### src/rtl/poi_pkg.sv
package poi_pkg;

  localparam int CORDIC_ITERATIONS_DEF = 16;
  localparam int POSITION_BITS_DEF     = 32;

  // CORDIC arctangent table depth and seed.
  localparam int ATAN_LEN   = 24;
  localparam int ATAN_IW    = 5;
  localparam logic signed [31:0] INV_GAIN_Q30    = 32'sd652032874;
  // 2^16 / (2*pi), Q.16
  localparam logic signed [31:0] RAD_TO_TURN_Q16 = 32'sd683565276;

  typedef enum logic [3:0] {
    ST_IDLE,
    ST_ROTATE,
    ST_QUAD,
    ST_MUL_PX,
    ST_MUL_PY,
    ST_MUL_PW,
    ST_MUL_XC,
    ST_MUL_YS,
    ST_MUL_XS,
    ST_MUL_YC,
    ST_MUL_HD,
    ST_POS,
    ST_DONE
  } poi_state_t;

  // atan(2^-i) in units of 2^-32 turn
  function automatic logic signed [31:0] atan_turn(input logic [ATAN_IW-1:0] i);
    logic signed [31:0] v;
    unique case (i)
      5'd0:    v = 32'sd536870912;
      5'd1:    v = 32'sd316933406;
      5'd2:    v = 32'sd167458907;
      5'd3:    v = 32'sd85004756;
      5'd4:    v = 32'sd42667331;
      5'd5:    v = 32'sd21354465;
      5'd6:    v = 32'sd10679838;
      5'd7:    v = 32'sd5340245;
      5'd8:    v = 32'sd2670163;
      5'd9:    v = 32'sd1335087;
      5'd10:   v = 32'sd667544;
      5'd11:   v = 32'sd333772;
      5'd12:   v = 32'sd166886;
      5'd13:   v = 32'sd83443;
      5'd14:   v = 32'sd41721;
      5'd15:   v = 32'sd20860;
      5'd16:   v = 32'sd10430;
      5'd17:   v = 32'sd5215;
      5'd18:   v = 32'sd2607;
      5'd19:   v = 32'sd1303;
      5'd20:   v = 32'sd651;
      5'd21:   v = 32'sd325;
      5'd22:   v = 32'sd162;
      5'd23:   v = 32'sd81;
      default: v = 32'sd0;
    endcase
    return v;
  endfunction

endpackage

### src/rtl/poi_item_if.sv
interface poi_item_if;
  logic               valid;
  logic               ready;
  logic signed [15:0] lin_vel_x;
  logic signed [15:0] lin_vel_y;
  logic signed [15:0] ang_vel;
  logic        [15:0] time_step;

  modport source (output valid, lin_vel_x, lin_vel_y, ang_vel, time_step, input ready);
  modport sink   (input valid, lin_vel_x, lin_vel_y, ang_vel, time_step, output ready);
endinterface

### src/rtl/poi_result_if.sv
interface poi_result_if;
  logic               valid;
  logic               ready;
  logic signed [31:0] pos_x;
  logic signed [31:0] pos_y;
  logic        [15:0] heading;
  logic               saturated;

  modport source (output valid, pos_x, pos_y, heading, saturated, input ready);
  modport sink   (input valid, pos_x, pos_y, heading, saturated, output ready);
endinterface

### src/rtl/planar_odometry_integrator_core.sv
// Planar dead-reckoning integrator. Each item transfer on "item" brings body
// velocities (Q4.12), a yaw rate (Q4.12 rad/s) and a time step (Q0.16 s); one
// result follows on "result" with the new world position (Q16.16, low 32 bits
// of the stored POSITION_BITS coordinate), the new binary-angle heading and a
// flag that is set when either coordinate clipped at its limit. The heading
// used for the rotation is the one held before the step. A result follows
// its item transfer through the CORDIC_ITERATIONS micro-rotations, the
// quarter-turn fold, eight passes through the single shared 32x32 signed
// multiplier, the position/heading update and the load of the result
// register. The input is ready again from the same clock edge that loads
// the result register, so a new item is not taken before the last one is
// through, but the next item can start while the previous result still
// waits to be taken. An item that finishes while the result register is
// still full holds in its last state, with the input not ready, until the
// result transfers. Reset clears the pose and heading to zero.
module planar_odometry_integrator_core
  import poi_pkg::*;
#(
  parameter int CORDIC_ITERATIONS = CORDIC_ITERATIONS_DEF,
  parameter int POSITION_BITS     = POSITION_BITS_DEF
) (
  input  logic          clk,
  input  logic          rst,
  poi_item_if.sink      item,
  poi_result_if.source  result
);

  localparam int CW = (CORDIC_ITERATIONS > 1) ? $clog2(CORDIC_ITERATIONS) : 1;
  localparam int PB = POSITION_BITS;

  poi_state_t state, state_next;

  logic [CW-1:0] iter;

  // Latched input item.
  logic signed [15:0] vx, vy, w;
  logic        [15:0] dt;

  // CORDIC working registers, Q2.30 and 2^-32 turn.
  logic signed [31:0] cx, cy, z;
  logic        [1:0]  quad;

  // Multiplier pipeline registers.
  logic signed [31:0] px, py, pw;
  logic signed [63:0] prod, acc, accx, accy;

  // Pose state.
  logic signed [PB-1:0] pose_x, pose_y;
  logic        [15:0]   yaw;
  logic                 clip;

  // Result register.
  logic               res_valid;
  logic signed [31:0] res_x, res_y;
  logic        [15:0] res_hdg;
  logic               res_sat;

  // Shared multiplier.
  logic signed [31:0] mul_a, mul_b;
  logic signed [63:0] mul_p;
  assign mul_p = mul_a * mul_b;

  // Heading split into quadrant and residual.
  logic [15:0]        yaw_bias;
  logic [15:0]        yaw_res;
  assign yaw_bias = yaw + 16'h2000;
  assign yaw_res  = yaw - {yaw_bias[15:14], 14'd0};

  // One CORDIC micro-rotation.
  logic signed [31:0] sh_x, sh_y, atan_v;
  assign sh_x   = cy >>> iter;
  assign sh_y   = cx >>> iter;
  assign atan_v = atan_turn(ATAN_IW'(iter));

  // Position update: round to 16 fraction bits, add, saturate.
  logic signed [63:0] rnd_x, rnd_y;
  logic signed [21:0] dx, dy;
  logic signed [PB:0] sum_x, sum_y;
  logic               ovf_x, ovf_y;
  logic signed [PB-1:0] pose_x_next, pose_y_next;
  localparam logic signed [PB-1:0] POS_MAX = {1'b0, {(PB-1){1'b1}}};
  localparam logic signed [PB-1:0] POS_MIN = {1'b1, {(PB-1){1'b0}}};

  assign rnd_x = accx + (64'sd1 <<< 41);
  assign rnd_y = accy + (64'sd1 <<< 41);
  assign dx    = rnd_x[63:42];
  assign dy    = rnd_y[63:42];
  assign sum_x = (PB+1)'(pose_x) + (PB+1)'(dx);
  assign sum_y = (PB+1)'(pose_y) + (PB+1)'(dy);
  assign ovf_x = sum_x[PB] != sum_x[PB-1];
  assign ovf_y = sum_y[PB] != sum_y[PB-1];

  always_comb begin
    pose_x_next = sum_x[PB-1:0];
    if (ovf_x) begin
      pose_x_next = sum_x[PB] ? POS_MIN : POS_MAX;
    end
    pose_y_next = sum_y[PB-1:0];
    if (ovf_y) begin
      pose_y_next = sum_y[PB] ? POS_MIN : POS_MAX;
    end
  end

  // Heading update: round half away from zero, keep 16 bits.
  logic        [63:0] hd_mag, hd_rnd;
  logic        [15:0] hd_step, yaw_next;
  assign hd_mag   = prod[63] ? 64'(-prod) : 64'(prod);
  assign hd_rnd   = hd_mag + (64'd1 << 43);
  assign hd_step  = prod[63] ? 16'(-hd_rnd[59:44]) : hd_rnd[59:44];
  assign yaw_next = yaw + hd_step;

  // Next state.
  always_comb begin
    state_next = state;
    unique case (state)
      ST_IDLE:   if (item.valid) state_next = ST_ROTATE;
      ST_ROTATE: if (iter == CW'(CORDIC_ITERATIONS - 1)) state_next = ST_QUAD;
      ST_QUAD:   state_next = ST_MUL_PX;
      ST_MUL_PX: state_next = ST_MUL_PY;
      ST_MUL_PY: state_next = ST_MUL_PW;
      ST_MUL_PW: state_next = ST_MUL_XC;
      ST_MUL_XC: state_next = ST_MUL_YS;
      ST_MUL_YS: state_next = ST_MUL_XS;
      ST_MUL_XS: state_next = ST_MUL_YC;
      ST_MUL_YC: state_next = ST_MUL_HD;
      ST_MUL_HD: state_next = ST_POS;
      ST_POS:    state_next = ST_DONE;
      ST_DONE:   if (!res_valid || result.ready) state_next = ST_IDLE;
      default:   state_next = ST_IDLE;
    endcase
  end

  // Multiplier operand select and handshake outputs.
  always_comb begin
    mul_a = 32'sd0;
    mul_b = 32'sd0;
    unique case (state)
      ST_MUL_PX: begin mul_a = 32'(vx); mul_b = {16'd0, dt}; end
      ST_MUL_PY: begin mul_a = 32'(vy); mul_b = {16'd0, dt}; end
      ST_MUL_PW: begin mul_a = 32'(w);  mul_b = {16'd0, dt}; end
      ST_MUL_XC: begin mul_a = px; mul_b = cx; end
      ST_MUL_YS: begin mul_a = py; mul_b = cy; end
      ST_MUL_XS: begin mul_a = px; mul_b = cy; end
      ST_MUL_YC: begin mul_a = py; mul_b = cx; end
      ST_MUL_HD: begin mul_a = pw; mul_b = RAD_TO_TURN_Q16; end
      default: begin end
    endcase
  end

  assign item.ready       = (state == ST_IDLE);
  assign result.valid     = res_valid;
  assign result.pos_x     = res_x;
  assign result.pos_y     = res_y;
  assign result.heading   = res_hdg;
  assign result.saturated = res_sat;

  // Control and pose state.
  always_ff @(posedge clk) begin
    if (rst) begin
      state     <= ST_IDLE;
      iter      <= '0;
      pose_x    <= '0;
      pose_y    <= '0;
      yaw       <= '0;
      res_valid <= 1'b0;
    end else begin
      state <= state_next;
      // Load a new result when the register is free or draining this cycle,
      // else drop the flag once the held result transfers.
      if (state == ST_DONE && (!res_valid || result.ready)) begin
        res_valid <= 1'b1;
      end else if (result.ready) begin
        res_valid <= 1'b0;
      end
      unique case (state)
        ST_IDLE:   iter <= '0;
        ST_ROTATE: iter <= iter + CW'(1);
        ST_POS: begin
          pose_x <= pose_x_next;
          pose_y <= pose_y_next;
          yaw    <= yaw_next;
        end
        default: begin end
      endcase
    end
  end

  // Datapath registers.
  always_ff @(posedge clk) begin
    unique case (state)
      ST_IDLE: begin
        // Capture the item and seed the CORDIC from the held heading.
        vx   <= item.lin_vel_x;
        vy   <= item.lin_vel_y;
        w    <= item.ang_vel;
        dt   <= item.time_step;
        cx   <= INV_GAIN_Q30;
        cy   <= 32'sd0;
        z    <= {yaw_res, 16'd0};
        quad <= yaw_bias[15:14];
      end
      ST_ROTATE: begin
        if (!z[31]) begin
          cx <= cx - sh_x;
          cy <= cy + sh_y;
          z  <= z - atan_v;
        end else begin
          cx <= cx + sh_x;
          cy <= cy - sh_y;
          z  <= z + atan_v;
        end
      end
      ST_QUAD: begin
        // Rotate by whole quarter turns.
        unique case (quad)
          2'd0: begin end
          2'd1: begin cx <= -cy; cy <= cx;  end
          2'd2: begin cx <= -cx; cy <= -cy; end
          2'd3: begin cx <= cy;  cy <= -cx; end
          default: begin end
        endcase
      end
      ST_MUL_PX: prod <= mul_p;
      ST_MUL_PY: begin px <= prod[31:0]; prod <= mul_p; end
      ST_MUL_PW: begin py <= prod[31:0]; prod <= mul_p; end
      ST_MUL_XC: begin pw <= prod[31:0]; prod <= mul_p; end
      ST_MUL_YS: begin acc <= prod; prod <= mul_p; end
      ST_MUL_XS: begin accx <= acc - prod; prod <= mul_p; end
      ST_MUL_YC: begin acc <= prod; prod <= mul_p; end
      ST_MUL_HD: begin accy <= acc + prod; prod <= mul_p; end
      ST_POS:    clip <= ovf_x | ovf_y;
      ST_DONE: begin
        if (!res_valid || result.ready) begin
          res_x   <= 32'(pose_x);
          res_y   <= 32'(pose_y);
          res_hdg <= yaw;
          res_sat <= clip;
        end
      end
      default: begin end
    endcase
  end

endmodule
### src/flat_wrapper.sv
// flat-port wrapper written by rule: the top's interface ports become plain ports
module planar_odometry_integrator_core_flat import poi_pkg::*;
#(
  parameter int CORDIC_ITERATIONS = CORDIC_ITERATIONS_DEF,
  parameter int POSITION_BITS     = POSITION_BITS_DEF
)
  (clk, rst, item_valid, item_lin_vel_x, item_lin_vel_y, item_ang_vel, item_time_step, item_ready, result_valid, result_pos_x, result_pos_y, result_heading, result_saturated, result_ready);
  poi_item_if item_i ();
  poi_result_if result_i ();
  input  logic clk;
  input  logic rst;
  input wire logic [$bits(item_i.valid)-1:0] item_valid;
  input wire logic [$bits(item_i.lin_vel_x)-1:0] item_lin_vel_x;
  input wire logic [$bits(item_i.lin_vel_y)-1:0] item_lin_vel_y;
  input wire logic [$bits(item_i.ang_vel)-1:0] item_ang_vel;
  input wire logic [$bits(item_i.time_step)-1:0] item_time_step;
  output wire logic [$bits(item_i.ready)-1:0] item_ready;
  output wire logic [$bits(result_i.valid)-1:0] result_valid;
  output wire logic [$bits(result_i.pos_x)-1:0] result_pos_x;
  output wire logic [$bits(result_i.pos_y)-1:0] result_pos_y;
  output wire logic [$bits(result_i.heading)-1:0] result_heading;
  output wire logic [$bits(result_i.saturated)-1:0] result_saturated;
  input wire logic [$bits(result_i.ready)-1:0] result_ready;
  assign item_i.valid = item_valid;
  assign item_i.lin_vel_x = item_lin_vel_x;
  assign item_i.lin_vel_y = item_lin_vel_y;
  assign item_i.ang_vel = item_ang_vel;
  assign item_i.time_step = item_time_step;
  assign item_ready = item_i.ready;
  assign result_valid = result_i.valid;
  assign result_pos_x = result_i.pos_x;
  assign result_pos_y = result_i.pos_y;
  assign result_heading = result_i.heading;
  assign result_saturated = result_i.saturated;
  assign result_i.ready = result_ready;
  planar_odometry_integrator_core #(.CORDIC_ITERATIONS(CORDIC_ITERATIONS), .POSITION_BITS(POSITION_BITS)) u_core (.clk(clk), .rst(rst), .item(item_i), .result(result_i));
endmodule
### config.mk
export PLATFORM = sky130hd
export DESIGN_NAME = planar_odometry_integrator_core_flat
export DESIGN_NICKNAME = d
export VERILOG_FILES = /design/src/rtl/poi_pkg.sv /design/src/rtl/poi_item_if.sv /design/src/rtl/poi_result_if.sv /design/src/rtl/planar_odometry_integrator_core.sv /design/src/flat_wrapper.sv
export SDC_FILE = /design/constraint.sdc
export NUM_CORES = 2
export LEC_CHECK = 0
export ABC_CLOCK_PERIOD_IN_PS = 13550
export BUFFER_PORTS_ARGS = -buffer_cell sky130_fd_sc_hd__buf_2
export CAP_MARGIN = 20
export CORE_MARGIN = 3
export CORE_UTILIZATION = 43
export DETAILED_ROUTE_END_ITERATION = 7
export HOLD_SLACK_MARGIN = 0.03
export MAX_ROUTING_LAYER = met4
export PLACE_DENSITY = 0.55
export SYNTH_ARGS = -nofsm -noshare
export SYNTH_HDL_FRONTEND = slang
export SYNTH_SLANG_ARGS = --single-unit
### constraint.sdc
create_clock -name clk -period 13.55 [get_ports clk]
set_input_delay 2.71 -clock clk [delete_from_list [all_inputs] [get_ports clk]]
set_output_delay 2.71 -clock clk [all_outputs]
set_load 0.005 [all_outputs]
Word-level counts from Yosys, hierarchy flattened --
Memory sizes are Yosys's and may differ from the RTL's. A register that Yosys moved wholly into a read port is not among the register bits. Cells that the tools add are included.
Word-level totals: register bits after elaboration 685, word-level logic and storage cells 115, output and inout bits 83, memories kept 1, ROM bits 480, input port bits 68
Memories:
- (no name shown) | words 16, bits a word 30, read ports 1, clocked after Yosys merged registers in 1, write ports 0, line poi_pkg.sv:32 | unique case (i)
Cells by class: bitwise operators 1, multiply operators 1, muxes and demuxes 25, equal/unequal tests 22, shifts and indexed selects 2, add/subtract/negate cells 21, reductions and logical operators 16
Operator list (count):
- $pmux 32 s3 | 4
- $mux 32 | 7
- $pmux 32 s6 | 1
- $add 64x43->64 const B | 2
- $pmux 32 s4 | 1
- $add 32x32->32 | 3
- $sub 32x32->32 | 3
- $add 32x22->33 | 2
- $add 64x64->64 | 1
- $mul 32x32->64 | 1
- $neg 32->32 | 2
- $pmux 32 s2 | 1
- $sshr 32x4->32 | 2
- $sub 64x64->64 | 1
- $add 60x44->60 const B | 1
- $mux 60 | 1
- $neg 60->60 | 1
- $pmux 4 s13 | 1
- $eq 4x4->1 const B | 6
- $mux 4 | 5
- $add 16x14->16 const B | 1
- $add 16x16->16 | 1
- $eq 4x3->1 const B | 4
- $mux 16 | 1
- 25 further kinds | 35

Depth between registers and ports, before layout --
depth after elaboration 6, mapped depth 41, gate-level depth less buffers 37

Least setup slack after synthesis --
Ideal clock, no wire load.
path kind reg-to-reg, from reg u_core.state[1], to reg u_core.prod[63] (data pin), arrival time 10.960 ns, data required time 13.290 ns, path slack 2.331 ns, buffers on the path 6, library setup time 0.260 ns, stages on the path, launching flop included 38, period minus slack after synthesis 11.219 ns, cell sequence dfxtp_1 > clkbuf_1 > clkbuf_1 > nand2_1 > o21ai_0 > and2_1 > clkbuf_1 > buf_1 > clkbuf_1 > a221oi_1 > clkbuf_1 > nor2_1 > fa_1 > fa_1 > fa_1 > inv_1 > fa_1 > inv_1 > [2 not listed] > fa_1 > inv_1 > fa_1 > fa_1 > ha_1 > a21oi_1 > nor2b_1 > o21a_1 > o21a_1 > o21a_1 > a211o_1 > nand3_1 > o311ai_0 > nand3_1 > o211ai_1 > a31o_2 > a21oi_1 > xnor2_1
Between the ends: word-level cells in the longest chain between the ends 4, elaborated cells on any way between the ends 16, classes of those cells 1 x mul; 8 x eq/ne; 2 x mux; 5 x reduce/logical
Ends and longest elaborated chain:
- from (decl) | line planar_odometry_integrator_core.sv:31 | poi_state_t state, state_next;
- from (signal assigned) | line planar_odometry_integrator_core.sv:167 | state <= state_next;
- $eq 4x2->1, or another cell as far along | line planar_odometry_integrator_core.sv:137 | unique case (state)
- $reduce_or 3->1 (no source line) or $reduce_or 2->1 (tied branches)
- $pmux 32 s4 or $pmux 32 s6 (tied branches) | line planar_odometry_integrator_core.sv:137
- $mul 32x32->64 * | line planar_odometry_integrator_core.sv:61 | assign mul_p = mul_a * mul_b;
- via u_core.mul_p[63] | line planar_odometry_integrator_core.sv:60 | logic signed [63:0] mul_p;
- to (signal assigned) | line planar_odometry_integrator_core.sv:223 | ST_MUL_PX: prod <= mul_p;
- to (signal assigned) | line planar_odometry_integrator_core.sv:224 | ST_MUL_PY: begin px <= prod[31:0]; prod <= mul_p; end
- to (signal assigned) | line planar_odometry_integrator_core.sv:225 | ST_MUL_PW: begin py <= prod[31:0]; prod <= mul_p; end
- to (decl) | line planar_odometry_integrator_core.sv:45 | logic signed [63:0] prod, acc, accx, accy;
Mark *: on every way through the listed nets, which the timed path passes. The rest lies on a longest branch. A chain may end at the register's enable or synchronous reset.

Worst setup path in the final report --
from reg u_core.state[1], to reg u_core.prod[61] (data pin)
The elaborated chain is that of the path after synthesis.

==> run metrics <==
Residual DRC=0; DR vias=61800; pin count of the biggest net entering global routing=76; Chip Height=435 µm; Hold Vio Cnt, Final=0; nets=10000; top post-synthesis cells by area=fa_1 (28%), edfxtp_1 (20%), ha_1 (7.9%); final worst slack=1680 ps; # IOs=151; Hold Buf Count CTS=0; sequential area share after synthesis=0.225; Crit path largest cell delay=800 ps; DP HPWL=198 mm; area of the multi-input gates=0.0555 mm²; most frequent CP cell=fa_1; Synth Instances=8472; Worst EP arrival=12280 ps; LEAKAGE=37.2 nW; Critical Path Sink Type=flop; most common cell after layout, fill and taps aside=inv_1; unrepaired setup endpoints after global routing=false; crit start category=flop; slowest CP cell=o311ai_0; Area growth, synth to finish=7.69%; placed insts=10800; detail-routed via count per cell=5.68; final instance area=0.0852 mm²; FP Rows=156; share of layout cells above drive strength 1=0.0741; f_max=0.0843 GHz; CTS tree=yes; H-tree depth=3; Final Wtd Congestion=0.963; Peak VDD IR=101 µV; Layout fillers=17500; data required time at the worst endpoint=13960 ps; CTS buffer count=71; number of synthesized register bits=633; min cycle time layout=11870 ps; Post-synth EDFFs=514; post-DR wirelength/cell=23.8 µm; clk slew on worst S/H paths=60 ps; outcome=complete, no violations; DRT Pass-1 Iters=6; PD cells=109 mW/mm²; total power=9.30 mW; Fin Hold WS=435 ps; ANT nets after route=0; Post-Syn Nets=10100; initial antenna violation count=3; Worst Max-Slew Pin Slew=1400 ps; Setup violations, final=0; Crit path depth=32; Syn. warnings=0; clk_skew=32.0 ps; die width=435 µm; Clock Path Buffers=3; Layout Utilization=0.468; 1st-iter DRT viols=5812; IO Port Bufs=150; GRT Util Overall=0.280; first-pass GRT wire length=394 mm; Yosys top cell area share=0.275; Final Non-Filler Cells=10900; commonest non-fill, non-tap cells in the layout=inv_1 (1175), fa_1 (1088), nand2_1 (955); path depth of the worst reg2reg path=32; initial core utilization=0.435; full die area=0.189 mm²; final wirelength=259 mm; TNS Setup=0 ps; async set-or-reset flop fraction in the synthesized netlist=0; Setup CP Type=flop to flop; Seq. cell area=0.0178 mm²; Slew Limit Headroom=0.0693; Place WS=1730 ps; Post-Syn Area=0.0791 mm²; worst hold path type=flop to flop; Max Cap Viol=0; Clock Latency Late Sink=680 ps; Root Buffer=clkbuf_16; CP bufs+invs=5; Cell Area, Placed=0.0828 mm²; Synth area leader=fa_1; CP top delay family=adder cells; core area=0.182 mm²; post-synthesis cell type count=106; WHS Path Cells=0; clock sinks=633; ys flop type=edfxtp_1; GRT overflow=0; Setup Buffers After CTS=0; Max Slew Vio Count=0; vias in the first global route=63200; CP Max Fanout=39; post_cts resized=0; fin crit share=0.876; post-synthesis average cell area=9.34 µm²
==> layout make-up <==
cell class,count,share of cell area
well taps,2449,0.0360
clock buffers,84,0.0224
flip-flops and latches,633,0.209
inverters,1183,0.0521
clock inverters,43,0.00581
multi-input cells,6185,0.652
repair buffers,306,0.0229
diodes,3,0.0000881
==> registers in the layout, summed over array words and instances, names as in the netlist, 16 cells and up <==
register / count
u_core.result.heading: 16
u_core.accy: 23
u_core.result.pos_y: 32
u_core.pw: 32
u_core.cy: 32
u_core.px: 32
u_core.py: 32
u_core.acc: 64
u_core.result.pos_x: 32
u_core.yaw: 16
u_core.w: 16
u_core.cx: 32
u_core.vx: 16
u_core.dt: 16
u_core.accx: 23
u_core.pose_y: 32
u_core.vy: 16
u_core.z: 32
u_core.pose_x: 32
u_core.atan_v: 30
u_core.prod: 64
==> cells by family after synthesis <==
family | after synthesis | share of synthesized area
adder cells (fa/ha/maj) | 1588 | 0.354
multiplexers | 136 | 0.0269
XOR/XNOR | 498 | 0.0553
buffers and inverters | 1654 | 0.0789
flip-flops | 633 | 0.225
AO/OA/AOI/OAI | 1517 | 0.124
AND/OR/NAND/NOR | 2446 | 0.136
==> report_power, final <==
part | internal (mW) | total (mW) | leakage (nW) | switching [mW]
logic | 1.83 | 4.52 | 30.2 | 2.69
registers | 2.36 | 2.73 | 5.89 | 0.374
clock network | 1.18 | 2.04 | 1.15 | 0.858
==> path summary, 6_finish.rpt <==
| kind | from | to | slack (ps) |
|---|---|---|---|
| setup / recovery | u_core.state[1] | u_core.prod[61] | 1680 |
| hold / removal | u_core.clip | u_core.result.saturated | 440 |
| setup reg to reg | u_core.state[1] | u_core.prod[61] | 1680 |
| hold reg to reg | u_core.clip | u_core.result.saturated | 440 |
==> layer usage <==
layer	up-vias	GRT usage	wire length (µm)
met5	-	-	0
met4	0	0.0972	10100
met3	508	0.0600	24600
met2	2640	0.423	115000
met1	30900	0.375	109000
li1	27800	-	-
==> synthesized netlist by cell type (24+ instances only) <==
| cell type | count |
|---|---|
| o31ai_1 | 27 |
| nor2b_1 | 47 |
| edfxtp_1 | 514 |
| a21oi_1 | 459 |
| xnor2_1 | 320 |
| a22oi_1 | 61 |
| xor2_1 | 177 |
| clkbuf_1 | 409 |
| mux2_2 | 28 |
| nor4_1 | 34 |
| or3_1 | 39 |
| a21o_1 | 139 |
| a221oi_1 | 33 |
| and2_1 | 56 |
| a222oi_1 | 24 |
| dfxtp_1 | 119 |
| nor2_1 | 892 |
| o21bai_1 | 62 |
| o21a_1 | 47 |
| nand3_1 | 104 |
| inv_1 | 1176 |
| nor3_1 | 94 |
| mux4_2 | 58 |
| fa_1 | 1088 |
| mux2i_1 | 49 |
| a211oi_1 | 97 |
| nand2b_1 | 40 |
| nand4_1 | 36 |
| o211ai_1 | 42 |
| o21ai_0 | 274 |
| nand2_1 | 955 |
| buf_1 | 49 |
| a221o_1 | 34 |
| ha_1 | 499 |
| and3_1 | 46 |
| o22ai_1 | 37 |
| a31oi_1 | 49 |
==> worst reg2reg max path, delay by kind of cell (launching register included) <==
family                   cells  cell delay (ps)
XOR/XNOR                     1              130
AO/OA/AOI/OAI               11             3230
buffers and inverters        5             1320
flip-flops                   1              730
AND/OR/NAND/NOR              6             2380
adder cells (fa/ha/maj)      9             3840
(Power assumes the default switching activity.)
